`config.mk`:
```
export PLATFORM = sky130hd
export DESIGN_NAME = rmst_ctrl
export DESIGN_NICKNAME = d
export VERILOG_FILES = /design/src/hw/rtl/range_min_segment_tree_assert.svh /design/src/hw/rtl/rmst_pkg.sv /design/src/hw/rtl/rmst_ctrl.sv
export SDC_FILE = /design/constraint.sdc
export NUM_CORES = 1
export LEC_CHECK = 0
export BUFFER_PORTS_ARGS = -buffer_cell sky130_fd_sc_hd__buf_2
export CORE_ASPECT_RATIO = 0.8
export CORE_MARGIN = 2
export CORE_UTILIZATION = 37
export CTS_CLUSTER_SIZE = 24
export DETAILED_ROUTE_END_ITERATION = 12
export PLACE_DENSITY = 0.66
export SLEW_MARGIN = 20
export SYNTH_ARGS = -nofsm -noshare
export SYNTH_HDL_FRONTEND = slang
export SYNTH_SLANG_ARGS = --single-unit
export TNS_END_PERCENT = 5
```
`constraint.sdc`:
```
create_clock -name clk -period 13.3 [get_ports clk]
set_clock_uncertainty 0.2 [all_clocks]
set_input_delay 0.665 -clock clk [delete_from_list [all_inputs] [get_ports clk]]
set_output_delay 0.665 -clock clk [all_outputs]
set_load 0.02 [all_outputs]
```
`src/hw/rtl/range_min_segment_tree_assert.svh`:
```
// Assertion macros for the range minimum segment tree.
// Sampled on clk, disabled while rst_n is low; no other dependencies.
`ifndef RANGE_MIN_SEGMENT_TREE_ASSERT_SVH
`define RANGE_MIN_SEGMENT_TREE_ASSERT_SVH
`ifndef ASSERT_OFF
`define RMST_ASSERT_IMP(name, pre, post) \
  name: assert property (@(posedge clk) disable iff (!rst_n) (pre) |-> (post)) \
    else $error("rmst assertion failed");
`define RMST_ASSERT_NXT(name, pre, post) \
  name: assert property (@(posedge clk) disable iff (!rst_n) (pre) |=> (post)) \
    else $error("rmst assertion failed");
`else
`define RMST_ASSERT_IMP(name, pre, post)
`define RMST_ASSERT_NXT(name, pre, post)
`endif
`endif

```
`src/hw/rtl/rmst_pkg.sv`:
```
// Package for the range minimum segment tree: value and result types,
// opcodes, state encoding and the signed minimum helper. No dependencies.
`timescale 1ns / 1ps
package rmst_pkg;

  localparam int IN_IDX_W = 11;
  localparam int VAL_W    = 32;

  typedef logic signed [VAL_W-1:0] val_t;

  localparam val_t MAX_VAL = 32'sh7FFF_FFFF;

  localparam logic OP_SET   = 1'b0;
  localparam logic OP_QUERY = 1'b1;

  typedef enum logic [2:0] {
    ST_CLEAR,
    ST_IDLE,
    ST_SET,
    ST_QWALK,
    ST_QOUT
  } state_t;

  typedef struct packed {
    logic valid;
    val_t min_value;
    logic range_error;
  } res_t;

  function automatic val_t min_of(input val_t a, input val_t b);
    return (a < b) ? a : b;
  endfunction

endpackage

```
`src/hw/rtl/rmst_ctrl.sv`:
```
// Sequencer of the segment tree: clearing pass, leaf update with repair
// toward the root, and the bottom-up range walk. Uses rmst_pkg, drives rmst_mem.
`timescale 1ns / 1ps
module rmst_ctrl #(
  parameter int LEAF_COUNT = 1024,
  parameter int AW         = 11
) (
  input  logic                                clk,
  input  logic                                rst_n,
  input  logic                                in_valid,
  output logic                                in_ready,
  input  logic                                in_opcode,
  input  logic [rmst_pkg::IN_IDX_W-1:0]       in_position,
  input  rmst_pkg::val_t                      in_new_value,
  input  logic [rmst_pkg::IN_IDX_W-1:0]       in_left_bound,
  input  logic [rmst_pkg::IN_IDX_W-1:0]       in_right_bound,
  output rmst_pkg::res_t                      res,
  input  logic                                res_ready,
  output logic                                wr_en,
  output logic [AW-1:0]                       wr_addr,
  output rmst_pkg::val_t                      wr_data,
  output logic [AW-1:0]                       rd_addr0,
  output logic [AW-1:0]                       rd_addr1,
  input  rmst_pkg::val_t                      rd_data0,
  input  rmst_pkg::val_t                      rd_data1
);

  localparam int NW    = AW + 1;
  localparam int CW    = (NW > rmst_pkg::IN_IDX_W) ? NW : rmst_pkg::IN_IDX_W;
  localparam int DEPTH = 2 * LEAF_COUNT;

  localparam logic [CW-1:0] LC_C    = CW'(LEAF_COUNT);
  localparam logic [CW-1:0] ONE_C   = CW'(1);
  localparam logic [AW-1:0] LAST_A  = AW'(DEPTH - 1);
  localparam logic [AW-1:0] ROOT_A  = AW'(1);

  rmst_pkg::state_t state_r, state_nxt;
  logic [AW-1:0]    clr_cnt_r, clr_cnt_nxt;
  logic [AW-1:0]    node_r, node_nxt;
  rmst_pkg::val_t   cur_r, cur_nxt;
  logic [NW-1:0]    lo_r, lo_nxt;
  logic [NW-1:0]    hi_r, hi_nxt;
  logic             take0_r, take0_nxt;
  logic             take1_r, take1_nxt;
  rmst_pkg::val_t   best_r, best_nxt;
  logic             err_r, err_nxt;

  logic [CW-1:0]    pos_x, left_x, right_x, left_c, right_c;
  logic [CW-1:0]    leaf_x, lo_x, hi_x;
  logic [AW-1:0]    leaf;
  logic             set_ok, rev, empty;
  rmst_pkg::val_t   m, merged;
  logic [NW-1:0]    hi_m1, lo_p;

  always_comb begin
    pos_x   = CW'(in_position);
    left_x  = CW'(in_left_bound);
    right_x = CW'(in_right_bound);
    set_ok  = (pos_x != '0) && (pos_x <= LC_C);
    leaf_x  = LC_C + pos_x - ONE_C;
    leaf    = leaf_x[AW-1:0];
    left_c  = (left_x == '0) ? ONE_C : left_x;
    right_c = (right_x > LC_C) ? LC_C : right_x;
    rev     = in_left_bound > in_right_bound;
    empty   = left_c > right_c;
    lo_x    = LC_C + left_c - ONE_C;
    hi_x    = LC_C + right_c;
    m       = rmst_pkg::min_of(cur_r, rd_data0);
    hi_m1   = hi_r - NW'(1);
    lo_p    = lo_r + NW'(lo_r[0]);
    merged  = best_r;
    if (take0_r) begin
      merged = rmst_pkg::min_of(merged, rd_data0);
    end
    if (take1_r) begin
      merged = rmst_pkg::min_of(merged, rd_data1);
    end
  end

  always_comb begin
    state_nxt   = state_r;
    clr_cnt_nxt = clr_cnt_r;
    node_nxt    = node_r;
    cur_nxt     = cur_r;
    lo_nxt      = lo_r;
    hi_nxt      = hi_r;
    take0_nxt   = take0_r;
    take1_nxt   = take1_r;
    best_nxt    = best_r;
    err_nxt     = err_r;
    wr_en       = 1'b0;
    wr_addr     = node_r;
    wr_data     = m;
    rd_addr0    = '0;
    rd_addr1    = '0;
    in_ready    = 1'b0;
    res.valid       = 1'b0;
    res.min_value   = best_r;
    res.range_error = err_r;
    unique case (state_r)
      rmst_pkg::ST_CLEAR: begin
        wr_en       = 1'b1;
        wr_addr     = clr_cnt_r;
        wr_data     = rmst_pkg::MAX_VAL;
        clr_cnt_nxt = clr_cnt_r + AW'(1);
        if (clr_cnt_r == LAST_A) begin
          state_nxt = rmst_pkg::ST_IDLE;
        end
      end
      rmst_pkg::ST_IDLE: begin
        in_ready = 1'b1;
        if (in_valid) begin
          if (in_opcode == rmst_pkg::OP_SET) begin
            if (set_ok) begin
              wr_en     = 1'b1;
              wr_addr   = leaf;
              wr_data   = in_new_value;
              rd_addr0  = {leaf[AW-1:1], ~leaf[0]};
              rd_addr1  = leaf >> 1;
              node_nxt  = leaf >> 1;
              cur_nxt   = in_new_value;
              state_nxt = rmst_pkg::ST_SET;
            end
          end else begin
            best_nxt  = rmst_pkg::MAX_VAL;
            err_nxt   = 1'b0;
            take0_nxt = 1'b0;
            take1_nxt = 1'b0;
            if (rev) begin
              err_nxt   = 1'b1;
              state_nxt = rmst_pkg::ST_QOUT;
            end else if (empty) begin
              state_nxt = rmst_pkg::ST_QOUT;
            end else begin
              lo_nxt    = lo_x[NW-1:0];
              hi_nxt    = hi_x[NW-1:0];
              state_nxt = rmst_pkg::ST_QWALK;
            end
          end
        end
      end
      rmst_pkg::ST_SET: begin
        // rd_data0: sibling of the updated child, rd_data1: parent
        if (m == rd_data1) begin
          state_nxt = rmst_pkg::ST_IDLE;
        end else begin
          wr_en   = 1'b1;
          wr_addr = node_r;
          wr_data = m;
          if (node_r == ROOT_A) begin
            state_nxt = rmst_pkg::ST_IDLE;
          end else begin
            rd_addr0 = {node_r[AW-1:1], ~node_r[0]};
            rd_addr1 = node_r >> 1;
            node_nxt = node_r >> 1;
            cur_nxt  = m;
          end
        end
      end
      rmst_pkg::ST_QWALK: begin
        best_nxt = merged;
        if (lo_r < hi_r) begin
          rd_addr0  = lo_r[AW-1:0];
          rd_addr1  = hi_m1[AW-1:0];
          take0_nxt = lo_r[0];
          take1_nxt = hi_r[0];
          lo_nxt    = lo_p >> 1;
          hi_nxt    = (hi_r[0] ? hi_m1 : hi_r) >> 1;
        end else begin
          take0_nxt = 1'b0;
          take1_nxt = 1'b0;
          state_nxt = rmst_pkg::ST_QOUT;
        end
      end
      rmst_pkg::ST_QOUT: begin
        res.valid = 1'b1;
        if (res_ready) begin
          state_nxt = rmst_pkg::ST_IDLE;
        end
      end
      default: begin
        state_nxt = rmst_pkg::ST_IDLE;
      end
    endcase
  end

  always_ff @(posedge clk) begin
    if (!rst_n) begin
      state_r   <= rmst_pkg::ST_CLEAR;
      clr_cnt_r <= '0;
      take0_r   <= 1'b0;
      take1_r   <= 1'b0;
    end else begin
      state_r   <= state_nxt;
      clr_cnt_r <= clr_cnt_nxt;
      take0_r   <= take0_nxt;
      take1_r   <= take1_nxt;
    end
  end

  always_ff @(posedge clk) begin
    node_r <= node_nxt;
    cur_r  <= cur_nxt;
    lo_r   <= lo_nxt;
    hi_r   <= hi_nxt;
    best_r <= best_nxt;
    err_r  <= err_nxt;
  end

endmodule

```
==> impl_metrics.yaml <==
yosys:
  synth_async_sr_flop_share_pct: 0
  yosysUniqueCellTypes: 70
  synth-edff-count: 99
  synthFlopType: "edfxtp_1"
  syn_nets: 1588
  ys_seq_area_share_pct: 29.42
  synth-seq-cells: 115
  netlist_area_um2: 11190
  yosys_warnings: 0
  synth_cells: 1320
  postSynthAreaPerCell_um2: 8.479
worst_setup_path:
  required_ns: 13.35
  cp-end-kind: "register"
  rrSetupSlack_ns: 6.57
  critPathArrivalTime_ns: 6.78
  cpMaxStageDelayCell: "o21a_1"
  cpPeakStageDelay_ns: 0.76
  critPathKind: "in2reg"
  crit_path_max_fanout: 48
  start_kind: "input port"
  crit_chain: "buf_2, inv_1, ha_1, a21o_1, a21oi_1, o221ai_1, a211o_1, a31oi_1, o21a_1, buf_4, mux2_2, ha_1, a21o_1, a21o_1, a21oi_1, o211ai_1, a21oi_1, nand2_1, o211ai_1, mux2i_4, buf_4, nor2_1, a211oi_1"
drt:
  wl_per_cell_um: 20.40
  drc: 0
  finalWirelength_mm: 39.55
  ant_nets: 0
  first_iter_violations: 1024
  vias: 11090
  dr.pass1.iters: 7
  viasPerCell: 5.717
clock_tree:
  holdBufCountCts: 0
  cts_buffer_depth: 2
  cts_root_buffer: "clkbuf_16"
  cts_sinks: 115
  htree_levels: 4
  numCtsBuffers: 17
  postCtsResizedCells: 0
  cts_tree: "yes"
  post-cts-setup-buffers: 0
  insertion_delay_ns: 0.43
  clkTransAtPathRegs_ns: 0.06
power_and_ir_drop:
  internal_power_mw: 0.7717
  power_mw: 1.062
  comb_power_share_pct: 15.8
  powerDensity_nw_per_um2: 79.41
  seqPwrFrac_pct: 36.9
  sw_frac_of_total_pct: 27.34
  switchingPower_mw: 0.2904
  ir_worst_vdd_mv: 0.08324
  power_leakage_nw: 5.587
  power_frac_clock_pct: 47.4
global_route:
  antenna_found_initial: 5
  grt_pass1_wl_mm: 59.77
  grt_max_degree: 85
  grt_overflow_total: 0
  grt_pass1_vias: 10360
  grt_util_all_layers_pct: 24.66
sta:
  drv_slew: 0
  max_slew_margin_pct: 39.26
  setup_viol: 0
  hold_ws_ns: 0.3301
  hold_viol: 0
  rsz0062_at_grt: "false"
  fmax_ghz: 0.1485
  fin_tns_setup_ns: 0
  fin_ws_ns: 6.566
  worstMarginPinSlew_ns: 0.9042
  fin_crit_sh_pct: 50.63
  finalCriticalPeriod_ns: 6.734
final_layout:
  fill_cells: 2928
  area_growth_pct: 19.50
  fin_nets: 1783
  layout-drive-gt1-share_pct: 21.60
placement:
  dp_slack_ns: 6.236
  hpwl_mm: 31.23
  port_buffers: 234
  gp_congestion: 0.9681
floorplanning:
  core_area_um2: 29570
  die_w_um: 198.5
  die_area_um2: 31660
  initial_utilization_pct: 37.85
  top_level_ports: 235
  die_y_um: 159.6
  rows: 56
outcome:
  outcome: "finished clean"
worst_hold_path:
  min_path_type: "in2reg"
flow_run:
  cap_violations: 0
## layout by cell type (no fill, tap or decap), types with 17 or more instances in the layout
master and instances:
a31oi_1 37, xor2_1 39, nor3_1 50, clkbuf_16 17, mux2_2 33, o21ai_0 108
xnor2_1 34, inv_1 112, a21oi_1 105, ha_1 134, nand3_1 17, edfxtp_1 99
buf_2 234, nor2_1 70, nand2_1 117, a21o_1 30, nand4_1 26, mux2i_1 31
nor4_1 18
## flip-flops by register name, summed over array words and instances, names as in the netlist
register	flops
take0_r	1
err_r	1
lo_r	12
cur_r	32
take1_r	1
node_r	10
state_r	3
clr_cnt_r	11
hi_r	12
best_r	32
## per-stage QoR
| stage | std cells | cell area (µm²) | utilization, % |
|---|---|---|---|
| floorplan | 1320 | 11190 | - |
| global placement | 1902 | 12710 | 42.98 |
| detailed placement | 1902 | 12710 | 42.98 |
| CTS | 1934 | 13340 | 45.12 |
| global route | 1937 | 13370 | 45.21 |
| finish | 1939 | 13370 | 45.23 |
## synth_stat cells, types with 34 or more instances
cell	number	share of area (%)
nand2_1	118	4.0
xnor2_1	34	2.7
inv_1	112	3.8
nor3_1	53	2.4
xor2_1	39	3.1
edfxtp_1	99	27
ha_1	134	15
nor2_1	73	2.4
a21oi_1	105	4.7
o21ai_0	108	4.8
a31oi_1	37	2.1
clkbuf_1	61	2.0
## power by group through the flow
| stage | registers (mW) | logic (mW) | clock network [mW] |
|---|---|---|---|
| floorplan | 0.399 | 0.0958 | 0 |
| global placement | 0.399 | 0.161 | 0 |
| detailed placement | 0.399 | 0.164 | 0 |
| CTS | 0.392 | 0.165 | 0.509 |
| global route | 0.392 | 0.185 | 0.526 |
| finish | 0.392 | 0.167 | 0.503 |
## final cells by class
type | count | area (µm²) | area share (%)
multi-input combinational | 1025 | 7262 | 54.30
sequential | 115 | 3293 | 24.62
tap | 406 | 508.0 | 3.798
antenna | 5 | 12.51 | 0.09355
clock buffer | 17 | 425.4 | 3.181
clock inverter | 15 | 206.4 | 1.544
inverter | 112 | 420.4 | 3.143
timing repair buffer | 244 | 1246 | 9.318
## routing by layer
metal  up-vias  share of wire (%)  track usage (%)
met5         -                  0                0
met4         0                2.5            7.463
met3        58                 10            6.460
met2       579                 45            39.33
met1      5165                 43            32.65
li1       5284                  -                -
## cell families (layout without fill, tap and decap cells)
family / after synthesis / in the layout / synth area share [%]
other cells: 0 / 5 / 0
buf+inv: 180 / 388 / 6.272
fa+ha+maj: 134 / 134 / 14.98
xor+xnor: 73 / 73 / 5.713
compound gates: 390 / 390 / 21.52
mux: 67 / 67 / 6.506
simple gates: 361 / 361 / 15.58
flops: 115 / 115 / 29.42
## worst paths after layout
check | start | to | cells after the start
max reg2reg | best_r[21]$_SDFFCE_PN1P_ | best_r[31]$_SDFFCE_PN0P_ | 21
min reg2reg | clr_cnt_r[6]$_SDFFE_PN0P_ | clr_cnt_r[6]$_SDFFE_PN0P_ | 2
min | in_new_value[28] | cur_r[28]$_DFFE_PP_ | 3
max | rd_data0[21] | best_r[31]$_SDFFCE_PN0P_ | 23
## worst max-delay path, delay by kind of cell
kind                       cells  cell delay (ns)
AOI/OAI and AO/OA             13             3.23
buffers and inverters          4             1.14
muxes                          2             0.93
adders and majority gates      2             0.58
and+or+nand+nor                2             0.17
(Power assumes the default switching activity.)
